### config.mk
export PLATFORM = sky130hd
export DESIGN_NAME = software_timer_bank_flat
export DESIGN_NICKNAME = d
export VERILOG_FILES = /design/src/rtl/stb_pkg.sv /design/src/rtl/stb_ifs.sv /design/src/rtl/stb_ctrl.sv /design/src/rtl/stb_datapath.sv /design/src/rtl/software_timer_bank.sv /design/src/flat_wrapper.sv
export VERILOG_INCLUDE_DIRS = /design/src /design/src/rtl
export SDC_FILE = /design/constraint.sdc
export NUM_CORES = 2
export LEC_CHECK = 0
export ABC_AREA = 1
export BUFFER_PORTS_ARGS = -buffer_cell sky130_fd_sc_hd__buf_4
export CORE_ASPECT_RATIO = 0.75
export CORE_UTILIZATION = 48
export DETAILED_ROUTE_END_ITERATION = 6
export MAX_ROUTING_LAYER = met4
export PLACE_DENSITY_LB_ADDON = 0.15
export RECOVER_POWER = 100
export SLEW_MARGIN = 20
export SYNTH_ARGS = -nofsm -noshare
export SYNTH_HDL_FRONTEND = slang
export SYNTH_SLANG_ARGS = --single-unit
### constraint.sdc
create_clock -name clk_i -period 11.35 [get_ports clk_i]
set_input_delay 2.8375 -clock clk_i [delete_from_list [all_inputs] [get_ports clk_i]]
set_output_delay 2.8375 -clock clk_i [all_outputs]
set_load 0.02 [all_outputs]
### src/rtl/software_timer_bank_defines.svh
// Assertion macros for the software timer bank.
`ifndef SOFTWARE_TIMER_BANK_DEFINES_SVH
`define SOFTWARE_TIMER_BANK_DEFINES_SVH
`ifndef SYNTHESIS
// Check that cons holds in the same cycle as ante.
`define STB_ASSERT_IMPL(lbl, clk, rst_n, ante, cons) \
  lbl: assert property (@(posedge clk) disable iff (!rst_n) (ante) |-> (cons)) \
    else $error("same-cycle check failed");
// Check that cons holds in the cycle after ante.
`define STB_ASSERT_NEXT(lbl, clk, rst_n, ante, cons) \
  lbl: assert property (@(posedge clk) disable iff (!rst_n) (ante) |=> (cons)) \
    else $error("next-cycle check failed");
`else
`define STB_ASSERT_IMPL(lbl, clk, rst_n, ante, cons)
`define STB_ASSERT_NEXT(lbl, clk, rst_n, ante, cons)
`endif
`endif

### src/rtl/stb_pkg.sv
package stb_pkg;

  localparam int NUM_TIMERS_DEF = 16;
  localparam int TIME_WIDTH_DEF = 48;

  // Request codes
  localparam logic [2:0] REQ_CREATE   = 3'd0;
  localparam logic [2:0] REQ_DROP     = 3'd1;
  localparam logic [2:0] REQ_DROP_ALL = 3'd2;
  localparam logic [2:0] REQ_PAUSE    = 3'd3;
  localparam logic [2:0] REQ_RESUME   = 3'd4;
  localparam logic [2:0] REQ_RESTART  = 3'd5;
  localparam logic [2:0] REQ_TICK     = 3'd6;

  typedef enum logic [3:0] {
    OP_NONE,
    OP_LATCH,
    OP_FIND_STEP,
    OP_CREATE,
    OP_CREATE_FULL,
    OP_DROP,
    OP_DROP_ALL,
    OP_READ_SLOT,
    OP_PAUSE,
    OP_RESUME,
    OP_RESTART,
    OP_ACK,
    OP_NOW_ADV,
    OP_SCAN_RD,
    OP_SCAN_EV,
    OP_TICK_END
  } op_e;

  typedef enum logic [2:0] {
    S_IDLE,
    S_DISPATCH,
    S_FIND,
    S_FINISH,
    S_SCAN_RD,
    S_SCAN_EV,
    S_TICK_END
  } ctrl_state_e;

  typedef struct packed {
    op_e op;
  } cmd_t;

  typedef struct packed {
    logic [2:0] req;
    logic       free_hit;
    logic       fire;
    logic       idx_last;
    logic       out_free;
  } sts_t;

endpackage

### src/rtl/stb_ifs.sv
interface stb_req_if;
  logic        valid;
  logic        ready;
  logic [2:0]  req_type;
  logic [4:0]  timer_id;
  logic [31:0] period;
  logic        repeat_flag;
  logic [31:0] elapsed;
  modport source(output valid, req_type, timer_id, period, repeat_flag, elapsed,
                 input ready);
  modport sink(input valid, req_type, timer_id, period, repeat_flag, elapsed,
               output ready);
endinterface

interface stb_evt_if;
  logic       valid;
  logic       ready;
  logic       event_kind;
  logic [4:0] slot_id;
  logic       status;
  logic       last;
  modport source(output valid, event_kind, slot_id, status, last, input ready);
  modport sink(input valid, event_kind, slot_id, status, last, output ready);
endinterface

### src/rtl/stb_ctrl.sv
module stb_ctrl (
  input  logic          clk_i,
  input  logic          rst_ni,
  input  logic          in_valid_i,
  output logic          in_ready_o,
  input  stb_pkg::sts_t sts_i,
  output stb_pkg::cmd_t cmd_o
);

  stb_pkg::ctrl_state_e state_q, state_d;

  always_ff @(posedge clk_i or negedge rst_ni) begin
    if (!rst_ni) begin
      state_q <= stb_pkg::S_IDLE;
    end else begin
      state_q <= state_d;
    end
  end

  always_comb begin
    state_d    = state_q;
    cmd_o.op   = stb_pkg::OP_NONE;
    in_ready_o = 1'b0;
    unique case (state_q)
      stb_pkg::S_IDLE: begin
        in_ready_o = 1'b1;
        if (in_valid_i) begin
          cmd_o.op = stb_pkg::OP_LATCH;
          state_d  = stb_pkg::S_DISPATCH;
        end
      end
      stb_pkg::S_DISPATCH: begin
        unique case (sts_i.req)
          stb_pkg::REQ_CREATE: state_d = stb_pkg::S_FIND;
          stb_pkg::REQ_PAUSE, stb_pkg::REQ_RESUME, stb_pkg::REQ_RESTART: begin
            cmd_o.op = stb_pkg::OP_READ_SLOT;
            state_d  = stb_pkg::S_FINISH;
          end
          stb_pkg::REQ_TICK: begin
            cmd_o.op = stb_pkg::OP_NOW_ADV;
            state_d  = stb_pkg::S_SCAN_RD;
          end
          default: state_d = stb_pkg::S_FINISH;
        endcase
      end
      stb_pkg::S_FIND: begin
        if (sts_i.free_hit) begin
          if (sts_i.out_free) begin
            cmd_o.op = stb_pkg::OP_CREATE;
            state_d  = stb_pkg::S_IDLE;
          end
        end else if (sts_i.idx_last) begin
          if (sts_i.out_free) begin
            cmd_o.op = stb_pkg::OP_CREATE_FULL;
            state_d  = stb_pkg::S_IDLE;
          end
        end else begin
          cmd_o.op = stb_pkg::OP_FIND_STEP;
        end
      end
      stb_pkg::S_FINISH: begin
        if (sts_i.out_free) begin
          state_d = stb_pkg::S_IDLE;
          unique case (sts_i.req)
            stb_pkg::REQ_DROP:     cmd_o.op = stb_pkg::OP_DROP;
            stb_pkg::REQ_DROP_ALL: cmd_o.op = stb_pkg::OP_DROP_ALL;
            stb_pkg::REQ_PAUSE:    cmd_o.op = stb_pkg::OP_PAUSE;
            stb_pkg::REQ_RESUME:   cmd_o.op = stb_pkg::OP_RESUME;
            stb_pkg::REQ_RESTART:  cmd_o.op = stb_pkg::OP_RESTART;
            default:               cmd_o.op = stb_pkg::OP_ACK;
          endcase
        end
      end
      stb_pkg::S_SCAN_RD: begin
        cmd_o.op = stb_pkg::OP_SCAN_RD;
        state_d  = stb_pkg::S_SCAN_EV;
      end
      stb_pkg::S_SCAN_EV: begin
        // hold while an expiry beat has nowhere to go
        if (!sts_i.fire || sts_i.out_free) begin
          cmd_o.op = stb_pkg::OP_SCAN_EV;
          state_d  = sts_i.idx_last ? stb_pkg::S_TICK_END : stb_pkg::S_SCAN_RD;
        end
      end
      stb_pkg::S_TICK_END: begin
        if (sts_i.out_free) begin
          cmd_o.op = stb_pkg::OP_TICK_END;
          state_d  = stb_pkg::S_IDLE;
        end
      end
      default: state_d = stb_pkg::S_IDLE;
    endcase
  end

endmodule

### src/rtl/stb_datapath.sv
module stb_datapath #(
  parameter int NUM_TIMERS = stb_pkg::NUM_TIMERS_DEF,
  parameter int TIME_WIDTH = stb_pkg::TIME_WIDTH_DEF
) (
  input  logic          clk_i,
  input  logic          rst_ni,
  input  stb_pkg::cmd_t cmd_i,
  output stb_pkg::sts_t sts_o,
  input  logic [2:0]    req_type_i,
  input  logic [4:0]    timer_id_i,
  input  logic [31:0]   period_i,
  input  logic          repeat_flag_i,
  input  logic [31:0]   elapsed_i,
  input  logic          out_ready_i,
  output logic          out_valid_o,
  output logic          event_kind_o,
  output logic [4:0]    slot_id_o,
  output logic          status_o,
  output logic          last_o
);

  localparam int IDX_W = (NUM_TIMERS > 1) ? $clog2(NUM_TIMERS) : 1;

  function automatic logic [TIME_WIDTH-1:0] sat_add(logic [TIME_WIDTH-1:0] a,
                                                    logic [31:0] b);
    logic [TIME_WIDTH:0] s;
    s = {1'b0, a} + (TIME_WIDTH+1)'(b);
    return s[TIME_WIDTH] ? {TIME_WIDTH{1'b1}} : s[TIME_WIDTH-1:0];
  endfunction

  // latched request
  logic [2:0]  req_type_q;
  logic [4:0]  tid_q;
  logic [31:0] per_q;
  logic        rep_q;
  logic [31:0] el_q;

  logic [IDX_W-1:0]      idx_q, idx_d;
  logic [TIME_WIDTH-1:0] now_q, now_d;

  logic [NUM_TIMERS-1:0] active_q, active_d;
  logic [NUM_TIMERS-1:0] padd_q, padd_d;
  logic [NUM_TIMERS-1:0] pdrop_q, pdrop_d;
  logic [NUM_TIMERS-1:0] paused_q, paused_d;
  logic [NUM_TIMERS-1:0] repeats_q, repeats_d;

  logic [TIME_WIDTH-1:0] tgt_mem [NUM_TIMERS];
  logic [31:0]           per_mem [NUM_TIMERS];
  logic [31:0]           rem_mem [NUM_TIMERS];
  logic [TIME_WIDTH-1:0] tgt_rd_q;
  logic [31:0]           per_rd_q;
  logic [31:0]           rem_rd_q;

  logic                  out_valid_q, out_valid_d;
  logic                  kind_q, kind_d;
  logic [4:0]            sid_out_q, sid_out_d;
  logic                  st_q, st_d;
  logic                  last_q, last_d;

  logic                  id_ok;
  logic [IDX_W-1:0]      sid;
  logic                  idx_last;
  logic                  fire;
  logic                  out_free;
  logic [31:0]           add_b;
  logic [TIME_WIDTH-1:0] add_sum;
  logic [TIME_WIDTH-1:0] diff;
  logic [63:0]           diff_ext;
  logic [31:0]           rem_new;
  logic                  rd_en;
  logic [IDX_W-1:0]      rd_addr;
  logic                  tgt_we, per_we, rem_we;
  logic [IDX_W-1:0]      wr_addr;
  logic                  cond_pause, cond_resume, cond_restart;
  logic                  emit;

  assign id_ok    = (tid_q != 5'd0) && (32'(tid_q) <= 32'(NUM_TIMERS));
  assign sid      = id_ok ? IDX_W'(32'(tid_q) - 32'd1) : '0;
  assign idx_last = (idx_q == IDX_W'(NUM_TIMERS - 1));
  assign fire     = active_q[idx_q] && !paused_q[idx_q] && (tgt_rd_q < now_q);
  assign out_free = !out_valid_q || out_ready_i;

  assign sts_o.req      = req_type_q;
  assign sts_o.free_hit = !active_q[idx_q] && !padd_q[idx_q];
  assign sts_o.fire     = fire;
  assign sts_o.idx_last = idx_last;
  assign sts_o.out_free = out_free;

  assign cond_pause   = id_ok && active_q[sid] && !paused_q[sid];
  assign cond_resume  = id_ok && active_q[sid] && paused_q[sid];
  assign cond_restart = id_ok && active_q[sid];

  // shared saturating adder
  always_comb begin
    unique case (cmd_i.op)
      stb_pkg::OP_CREATE:  add_b = per_q;
      stb_pkg::OP_RESUME:  add_b = rem_rd_q;
      stb_pkg::OP_NOW_ADV: add_b = el_q;
      default:             add_b = per_rd_q;
    endcase
  end
  assign add_sum = sat_add(now_q, add_b);

  // remaining time, clamped to zero and to 32 bits
  assign diff     = tgt_rd_q - now_q;
  assign diff_ext = 64'(diff);
  assign rem_new  = !(tgt_rd_q > now_q) ? 32'd0 :
                    (diff_ext[63:32] != 32'd0) ? 32'hFFFF_FFFF : diff_ext[31:0];

  assign rd_en   = (cmd_i.op == stb_pkg::OP_READ_SLOT) || (cmd_i.op == stb_pkg::OP_SCAN_RD);
  assign rd_addr = (cmd_i.op == stb_pkg::OP_READ_SLOT) ? sid : idx_q;

  assign tgt_we = (cmd_i.op == stb_pkg::OP_CREATE) ||
                  ((cmd_i.op == stb_pkg::OP_RESUME) && cond_resume) ||
                  ((cmd_i.op == stb_pkg::OP_RESTART) && cond_restart) ||
                  ((cmd_i.op == stb_pkg::OP_SCAN_EV) && fire && repeats_q[idx_q]);
  assign per_we = (cmd_i.op == stb_pkg::OP_CREATE);
  assign rem_we = (cmd_i.op == stb_pkg::OP_PAUSE) && cond_pause;
  assign wr_addr = ((cmd_i.op == stb_pkg::OP_CREATE) || (cmd_i.op == stb_pkg::OP_SCAN_EV)) ?
                   idx_q : sid;

  always_ff @(posedge clk_i) begin
    if (tgt_we) tgt_mem[wr_addr] <= add_sum;
    if (per_we) per_mem[wr_addr] <= per_q;
    if (rem_we) rem_mem[wr_addr] <= rem_new;
    if (rd_en) begin
      tgt_rd_q <= tgt_mem[rd_addr];
      per_rd_q <= per_mem[rd_addr];
      rem_rd_q <= rem_mem[rd_addr];
    end
  end

  always_comb begin
    idx_d     = idx_q;
    now_d     = now_q;
    active_d  = active_q;
    padd_d    = padd_q;
    pdrop_d   = pdrop_q;
    paused_d  = paused_q;
    repeats_d = repeats_q;
    emit      = 1'b0;
    kind_d    = 1'b0;
    sid_out_d = 5'd0;
    st_d      = 1'b0;
    last_d    = 1'b1;
    unique case (cmd_i.op)
      stb_pkg::OP_LATCH: idx_d = '0;
      stb_pkg::OP_FIND_STEP: idx_d = idx_last ? '0 : idx_q + 1'b1;
      stb_pkg::OP_CREATE: begin
        repeats_d[idx_q] = rep_q;
        paused_d[idx_q]  = 1'b0;
        pdrop_d[idx_q]   = 1'b0;
        padd_d[idx_q]    = 1'b1;
        emit             = 1'b1;
        sid_out_d        = 5'(32'(idx_q) + 32'd1);
      end
      stb_pkg::OP_CREATE_FULL: begin
        emit = 1'b1;
        st_d = 1'b1;
      end
      stb_pkg::OP_DROP: begin
        if (id_ok && active_q[sid]) pdrop_d[sid] = 1'b1;
        emit = 1'b1;
      end
      stb_pkg::OP_DROP_ALL: begin
        active_d = '0;
        padd_d   = '0;
        pdrop_d  = '0;
        paused_d = '0;
        emit     = 1'b1;
      end
      stb_pkg::OP_PAUSE: begin
        if (cond_pause) paused_d[sid] = 1'b1;
        emit = 1'b1;
      end
      stb_pkg::OP_RESUME: begin
        if (cond_resume) paused_d[sid] = 1'b0;
        emit = 1'b1;
      end
      stb_pkg::OP_RESTART: begin
        if (cond_restart) paused_d[sid] = 1'b0;
        emit = 1'b1;
      end
      stb_pkg::OP_ACK: emit = 1'b1;
      stb_pkg::OP_NOW_ADV: now_d = add_sum;
      stb_pkg::OP_SCAN_EV: begin
        if (fire) begin
          if (!repeats_q[idx_q]) pdrop_d[idx_q] = 1'b1;
          emit      = 1'b1;
          kind_d    = 1'b1;
          sid_out_d = 5'(32'(idx_q) + 32'd1);
          last_d    = 1'b0;
        end
        idx_d = idx_last ? '0 : idx_q + 1'b1;
      end
      stb_pkg::OP_TICK_END: begin
        // free dropped slots, then promote pending ones
        active_d = (active_q & ~pdrop_q) | padd_q;
        paused_d = paused_q & ~pdrop_q;
        pdrop_d  = '0;
        padd_d   = '0;
        emit     = 1'b1;
      end
      default: ;
    endcase
    out_valid_d = emit ? 1'b1 : (out_ready_i ? 1'b0 : out_valid_q);
  end

  always_ff @(posedge clk_i or negedge rst_ni) begin
    if (!rst_ni) begin
      idx_q       <= '0;
      now_q       <= '0;
      active_q    <= '0;
      padd_q      <= '0;
      pdrop_q     <= '0;
      paused_q    <= '0;
      repeats_q   <= '0;
      out_valid_q <= 1'b0;
    end else begin
      idx_q       <= idx_d;
      now_q       <= now_d;
      active_q    <= active_d;
      padd_q      <= padd_d;
      pdrop_q     <= pdrop_d;
      paused_q    <= paused_d;
      repeats_q   <= repeats_d;
      out_valid_q <= out_valid_d;
    end
  end

  always_ff @(posedge clk_i) begin
    if (cmd_i.op == stb_pkg::OP_LATCH) begin
      req_type_q <= req_type_i;
      tid_q      <= timer_id_i;
      per_q      <= period_i;
      rep_q      <= repeat_flag_i;
      el_q       <= elapsed_i;
    end
    if (emit) begin
      kind_q    <= kind_d;
      sid_out_q <= sid_out_d;
      st_q      <= st_d;
      last_q    <= last_d;
    end
  end

  assign out_valid_o  = out_valid_q;
  assign event_kind_o = kind_q;
  assign slot_id_o    = sid_out_q;
  assign status_o     = st_q;
  assign last_o       = last_q;

endmodule

### src/rtl/software_timer_bank.sv
// Bank of NUM_TIMERS one-shot or repeating timers sharing one saturating
// time counter. One request is handled at a time; every request ends with
// exactly one acknowledge beat (last = 1), and a tick puts its expiry beats
// (last = 0, ascending slot id) before that. Per request, after the accept:
// drop, drop all and unknown codes go through dispatch and finish; pause,
// resume and restart add one registered read of the slot stores; create
// walks the flags in a free-slot search, one slot per cycle; and a tick
// scans the slots in turn, for each one reading the target and period
// store, then comparing and re-arming. A stalled result side holds the
// block in place. A new timer becomes active at the end of the next tick;
// a drop takes effect at the end of the next tick, so the timer may fire
// once more. The stores need no clearing after reset.
`include "software_timer_bank_defines.svh"

module software_timer_bank #(
  parameter int NUM_TIMERS = stb_pkg::NUM_TIMERS_DEF,
  parameter int TIME_WIDTH = stb_pkg::TIME_WIDTH_DEF
) (
  input  logic       clk_i,
  input  logic       rst_ni,
  stb_req_if.sink    req_i,
  stb_evt_if.source  evt_o
);

  stb_pkg::cmd_t cmd;
  stb_pkg::sts_t sts;

  // sequencer: decodes the request and steps through the slots
  stb_ctrl u_ctrl (
    .clk_i      (clk_i),
    .rst_ni     (rst_ni),
    .in_valid_i (req_i.valid),
    .in_ready_o (req_i.ready),
    .sts_i      (sts),
    .cmd_o      (cmd)
  );

  // slot flags, time counter, slot stores and the result register
  stb_datapath #(
    .NUM_TIMERS (NUM_TIMERS),
    .TIME_WIDTH (TIME_WIDTH)
  ) u_dp (
    .clk_i         (clk_i),
    .rst_ni        (rst_ni),
    .cmd_i         (cmd),
    .sts_o         (sts),
    .req_type_i    (req_i.req_type),
    .timer_id_i    (req_i.timer_id),
    .period_i      (req_i.period),
    .repeat_flag_i (req_i.repeat_flag),
    .elapsed_i     (req_i.elapsed),
    .out_ready_i   (evt_o.ready),
    .out_valid_o   (evt_o.valid),
    .event_kind_o  (evt_o.event_kind),
    .slot_id_o     (evt_o.slot_id),
    .status_o      (evt_o.status),
    .last_o        (evt_o.last)
  );

  // one request at a time: no accept right after an accept
  `STB_ASSERT_NEXT(a_one_req, clk_i, rst_ni, req_i.valid && req_i.ready, !req_i.ready)
  // an expiry beat never closes a request
  `STB_ASSERT_IMPL(a_evt_not_last, clk_i, rst_ni, evt_o.valid && evt_o.event_kind, !evt_o.last)
  // a failed create carries no slot id
  `STB_ASSERT_IMPL(a_full_no_id, clk_i, rst_ni, evt_o.valid && evt_o.status,
                   evt_o.slot_id == 5'd0 && !evt_o.event_kind)

endmodule
### src/flat_wrapper.sv
// flat-port wrapper written by rule: the top's interface ports become plain ports
module software_timer_bank_flat 
#(
  parameter int NUM_TIMERS = stb_pkg::NUM_TIMERS_DEF,
  parameter int TIME_WIDTH = stb_pkg::TIME_WIDTH_DEF
)
  (clk_i, rst_ni, req_i_valid, req_i_req_type, req_i_timer_id, req_i_period, req_i_repeat_flag, req_i_elapsed, req_i_ready, evt_o_valid, evt_o_event_kind, evt_o_slot_id, evt_o_status, evt_o_last, evt_o_ready);
  stb_req_if req_i_i ();
  stb_evt_if evt_o_i ();
  input  logic clk_i;
  input  logic rst_ni;
  input wire logic [$bits(req_i_i.valid)-1:0] req_i_valid;
  input wire logic [$bits(req_i_i.req_type)-1:0] req_i_req_type;
  input wire logic [$bits(req_i_i.timer_id)-1:0] req_i_timer_id;
  input wire logic [$bits(req_i_i.period)-1:0] req_i_period;
  input wire logic [$bits(req_i_i.repeat_flag)-1:0] req_i_repeat_flag;
  input wire logic [$bits(req_i_i.elapsed)-1:0] req_i_elapsed;
  output wire logic [$bits(req_i_i.ready)-1:0] req_i_ready;
  output wire logic [$bits(evt_o_i.valid)-1:0] evt_o_valid;
  output wire logic [$bits(evt_o_i.event_kind)-1:0] evt_o_event_kind;
  output wire logic [$bits(evt_o_i.slot_id)-1:0] evt_o_slot_id;
  output wire logic [$bits(evt_o_i.status)-1:0] evt_o_status;
  output wire logic [$bits(evt_o_i.last)-1:0] evt_o_last;
  input wire logic [$bits(evt_o_i.ready)-1:0] evt_o_ready;
  assign req_i_i.valid = req_i_valid;
  assign req_i_i.req_type = req_i_req_type;
  assign req_i_i.timer_id = req_i_timer_id;
  assign req_i_i.period = req_i_period;
  assign req_i_i.repeat_flag = req_i_repeat_flag;
  assign req_i_i.elapsed = req_i_elapsed;
  assign req_i_ready = req_i_i.ready;
  assign evt_o_valid = evt_o_i.valid;
  assign evt_o_event_kind = evt_o_i.event_kind;
  assign evt_o_slot_id = evt_o_i.slot_id;
  assign evt_o_status = evt_o_i.status;
  assign evt_o_last = evt_o_i.last;
  assign evt_o_i.ready = evt_o_ready;
  software_timer_bank #(.NUM_TIMERS(NUM_TIMERS), .TIME_WIDTH(TIME_WIDTH)) u_core (.clk_i(clk_i), .rst_ni(rst_ni), .req_i(req_i_i), .evt_o(evt_o_i));
endmodule
==> results.sh <==
export IMPL_synth_top_flop_cell="sky130_fd_sc_hd__edfxtp_1"
export IMPL_startpoint="evt_o_ready"
export IMPL_final_layout_size_suffix_gt1_frac=0.0623
export IMPL_worstPathArrival_ps=10530
export IMPL_synth_enable_flop_cells=1985
export IMPL_grt_usage=0.292
export IMPL_postSynthCellCount=8502
export IMPL_maxSlewHeadroom=-1.81
export IMPL_critPathCaptureType="register"
export IMPL_cp_required_ps=11720
export IMPL_worstHoldStart="u_core.u_dp.paused_q[0]$_DFFE_PN0P_"
export IMPL_layout_worst_path_cycle_share=0.895
export IMPL_grt_overflow_total=0
export IMPL_synthesis_warning_total=0
export IMPL_synth_async_sr_flop_share=0.0641
export IMPL_num_rows=139
export IMPL_crit_path_max_fanout=32
export IMPL_syn2layout_area_growth_pct=10.2
export IMPL_power_density_nw_per_um2=316
export IMPL_wl_per_cell_um=25.1
export IMPL_global_route_wire_length_before_repair_um=406000
export IMPL_final_setup_violation_count=0
export IMPL_total_leakage_power_nw=38.9
export IMPL_timing_critical_path_slowest_stage_cell="sky130_fd_sc_hd__clkbuf_1"
export IMPL_num_nets_final=8629
export IMPL_routabilityCongestion=0.984
export IMPL_cts_sink_count=2121
export IMPL_setup_repair_bufs_after_cts=0
export IMPL_tritoncts="built"
export IMPL_filler_cell_count=16600
export IMPL_vias=63800
export IMPL_portBuffers=86
export IMPL_synth_seq_area_share=0.674
export IMPL_ffs_latches_synth=2121
export IMPL_first_global_vias=57800
export IMPL_area_sequential_um2=63000
export IMPL_die_area_um2=197000
export IMPL_timing_critical_path_from_type="input port"
export IMPL_mean_area_per_synthesized_cell_um2=11.0
export IMPL_critical_path_buf_inv_count=4
export IMPL_synth_area_um2=93500
export IMPL_clock_transition_at_the_register_clock_pins_on_the_worst_setup_and_hold_paths_after_cts_ps=60
export IMPL_drt_antenna_violating_nets=0
export IMPL_floorplan_initialDensity=0.486
export IMPL_first_pass_iters=7
export IMPL_cts_buffers_inserted=202
export IMPL_layout_cells_most_common_list="sky130_fd_sc_hd__edfxtp_1, sky130_fd_sc_hd__nand2_1, sky130_fd_sc_hd__inv_1"
export IMPL_maximum_resistive_drop_on_vdd_v=0.000255
export IMPL_fp_dieW_um=512
export IMPL_clock_skew_ps=56.1
export IMPL_setup_tns_final_ps=0
export IMPL_yosys_cell_types_count=62
export IMPL_totalPowerFinal_mw=32.6
export IMPL_synth_fp_nets=8667
export IMPL_post_cts_hold_buffer_count=0
export IMPL_min_period_ps=10160
export IMPL_number_of_antenna_violations_at_the_first_check_in_global_routing=5
export IMPL_cts_max_path_buffers=3
export IMPL_crit_reg2reg_launch="u_core.u_dp.req_type_q[2]$_DFFE_PP_"
export IMPL_hold_viol_final=0
export IMPL_critical_path_class="input port to register"
export IMPL_multi_input_area_um2=24000
export IMPL_max_slew_worst_pin_slew_ps=4220
export IMPL_path_delay_family="buffers and inverters"
export IMPL_drt_first_iter_violations=8181
export IMPL_clock_tree_htree_level_count=4
export IMPL_outcome="finished with violations"
export IMPL_grt_start_max_net_pins=268
export IMPL_num_io_pins=87
export IMPL_max_cap_violations=48
export IMPL_avgViaCountPerCell=5.71
export IMPL_cts_root_buffer="sky130_fd_sc_hd__clkbuf_16"
export IMPL_hold_path_class="register to register"
export IMPL_floorplan_die_height_um=384
export IMPL_final_max_slew_viol_count=2229
export IMPL_quantity_of_gates_resized_following_cts=0
export IMPL_clock_fmax_ghz=0.0985
export IMPL_path_common_cell="sky130_fd_sc_hd__nor2_1"
export IMPL_worst_skew_pair_late_latency_ps=860
export IMPL_dp_hpwl_um=166000
export IMPL_crit_chain="clkbuf_4, nor2_1, nor2_1, nand3_1, clkbuf_1, nand2_1, o21ai_0, inv_1, nor2_1, nand2_1, nor2_4, clkbuf_1"
export IMPL_drc=3
export IMPL_slowest_delay_ps=2460
export IMPL_rsz0062_at_grt="false"
export IMPL_wirelength_um=281000
export IMPL_floorplan_core_area_um2=193000
export IMPL_layout_commonest_cell="sky130_fd_sc_hd__edfxtp_1"
export IMPL_violations_in_the_final_reports="design-rule violations, max-capacitance violations, max-slew violations"
[area by class of cell]
| type | instances | area share |
|---|---|---|
| Clock buffer | 271 | 0.0534 |
| Clock inverter | 109 | 0.0112 |
| Inverter | 1282 | 0.0469 |
| Multi-Input combinational cell | 4646 | 0.233 |
| Timing Repair Buffer | 211 | 0.0133 |
| Sequential cell | 2121 | 0.611 |
| Tap cell | 2538 | 0.0308 |
| Antenna cell | 3 | 0.0000728 |
[layer usage]
layer	global-route usage	wire [µm]	vias up
li1	-	-	29500
met1	0.432	128000	31100
met2	0.418	121000	2756
met3	0.0421	23500	420
met4	0.0846	8760	0
met5	-	0	-
[tightest hold or removal path: cells and delay by family (launching register included)]
kind | cells | cell delay [ps]
simple gates | 2 | 100
flops | 1 | 340
[power breakdown]
group / internal, mW / switching [mW]
logic: 3.13 / 10.1
clock network: 3.75 / 3.03
registers: 12.0 / 0.571
[logic make-up after synthesis]
group           Yosys count  synth area share
flops                  2121             0.674
buf+inv                1735            0.0727
xor+xnor                 68           0.00637
fa+ha+maj                88            0.0119
simple gates           2509             0.115
mux                       2          0.000227
compound gates         1979             0.120
[cells in the mapped netlist (3+ instances only)]
cell type	count	area [µm²]
sky130_fd_sc_hd__edfxtp_1	1985	59600
sky130_fd_sc_hd__nand2_1	1371	5150
sky130_fd_sc_hd__inv_1	1267	4760
sky130_fd_sc_hd__a21oi_1	738	3690
sky130_fd_sc_hd__o21ai_0	719	3600
sky130_fd_sc_hd__nand3_1	657	3290
sky130_fd_sc_hd__o211ai_1	346	2600
sky130_fd_sc_hd__nor2_1	310	1160
sky130_fd_sc_hd__clkbuf_1	228	856
sky130_fd_sc_hd__buf_2	143	716
sky130_fd_sc_hd__dfrtp_1	136	3400
sky130_fd_sc_hd__ha_1	86	1080
sky130_fd_sc_hd__nand4_1	66	413
sky130_fd_sc_hd__buf_1	65	244
sky130_fd_sc_hd__o221ai_1	62	543
sky130_fd_sc_hd__xor2_1	40	350
sky130_fd_sc_hd__nor3_1	31	155
sky130_fd_sc_hd__xnor2_1	28	245
sky130_fd_sc_hd__or2_2	25	156
sky130_fd_sc_hd__o21ai_1	24	120
sky130_fd_sc_hd__a31oi_1	17	106
sky130_fd_sc_hd__o21bai_1	13	97.6
sky130_fd_sc_hd__a211oi_1	12	90.1
sky130_fd_sc_hd__o22ai_1	12	75.1
sky130_fd_sc_hd__buf_6	10	113
sky130_fd_sc_hd__inv_2	10	37.5
sky130_fd_sc_hd__nor2_2	8	50.1
sky130_fd_sc_hd__nor4_1	8	50.1
sky130_fd_sc_hd__a21o_1	7	52.6
sky130_fd_sc_hd__buf_4	7	52.6
sky130_fd_sc_hd__nand3_2	7	70.1
sky130_fd_sc_hd__o21a_1	7	52.6
sky130_fd_sc_hd__nand2_2	5	31.3
sky130_fd_sc_hd__nor2_4	5	56.3
sky130_fd_sc_hd__a21boi_0	4	30.0
sky130_fd_sc_hd__a22oi_1	4	30.0
sky130_fd_sc_hd__a32o_1	3	30.0
sky130_fd_sc_hd__and2_1	3	18.8
sky130_fd_sc_hd__clkinv_1	3	11.3
sky130_fd_sc_hd__nand3b_1	3	22.5
sky130_fd_sc_hd__nor3_2	3	30.0
[flip-flops by register name, indices dropped and copies added (netlist names), 32 cells and up]
name / count
u_core.u_dp.per_rd_q: 32
u_core.u_dp.per_mem: 512
u_core.u_dp.tgt_rd_q: 48
u_core.u_dp.now_q: 48
u_core.u_dp.rem_mem: 512
u_core.u_dp.el_q: 32
u_core.u_dp.rem_rd_q: 32
u_core.u_dp.tgt_mem: 768
u_core.u_dp.per_q: 32
[path summary, 6_finish.rpt]
path	to	slack, ps	cells after the start
min reg2reg	u_core.u_dp.paused_q[0]$_DFFE_PN0P_	470	2
max reg2reg	u_core.u_dp.per_rd_q[20]$_DFFE_PP_	1860	12
max	u_core.u_dp.per_mem[3][9]$_DFFE_PP_	1190	12
min	u_core.u_dp.paused_q[0]$_DFFE_PN0P_	470	2
max in group asynchronous	u_core.u_dp.now_q[13]$_DFFE_PN0N_	3150	3
min in group asynchronous	u_core.u_dp.repeats_q[8]$_DFFE_PN0P_	3020	1
[through the flow]
stage	hold WS (ps)	utilization	cells	setup slack, ps	area, µm²
final	474	0.535	11200	1190	103000
after global routing	494	0.535	11200	1080	103000
after CTS	474	0.538	11200	2840	104000
after detailed placement	459	0.503	10800	2000	96900
after global placement	454	0.503	10800	1990	96800
after floorplan	441	-	8502	1440	93500
Note: power is estimated with default switching activity, not from simulation.
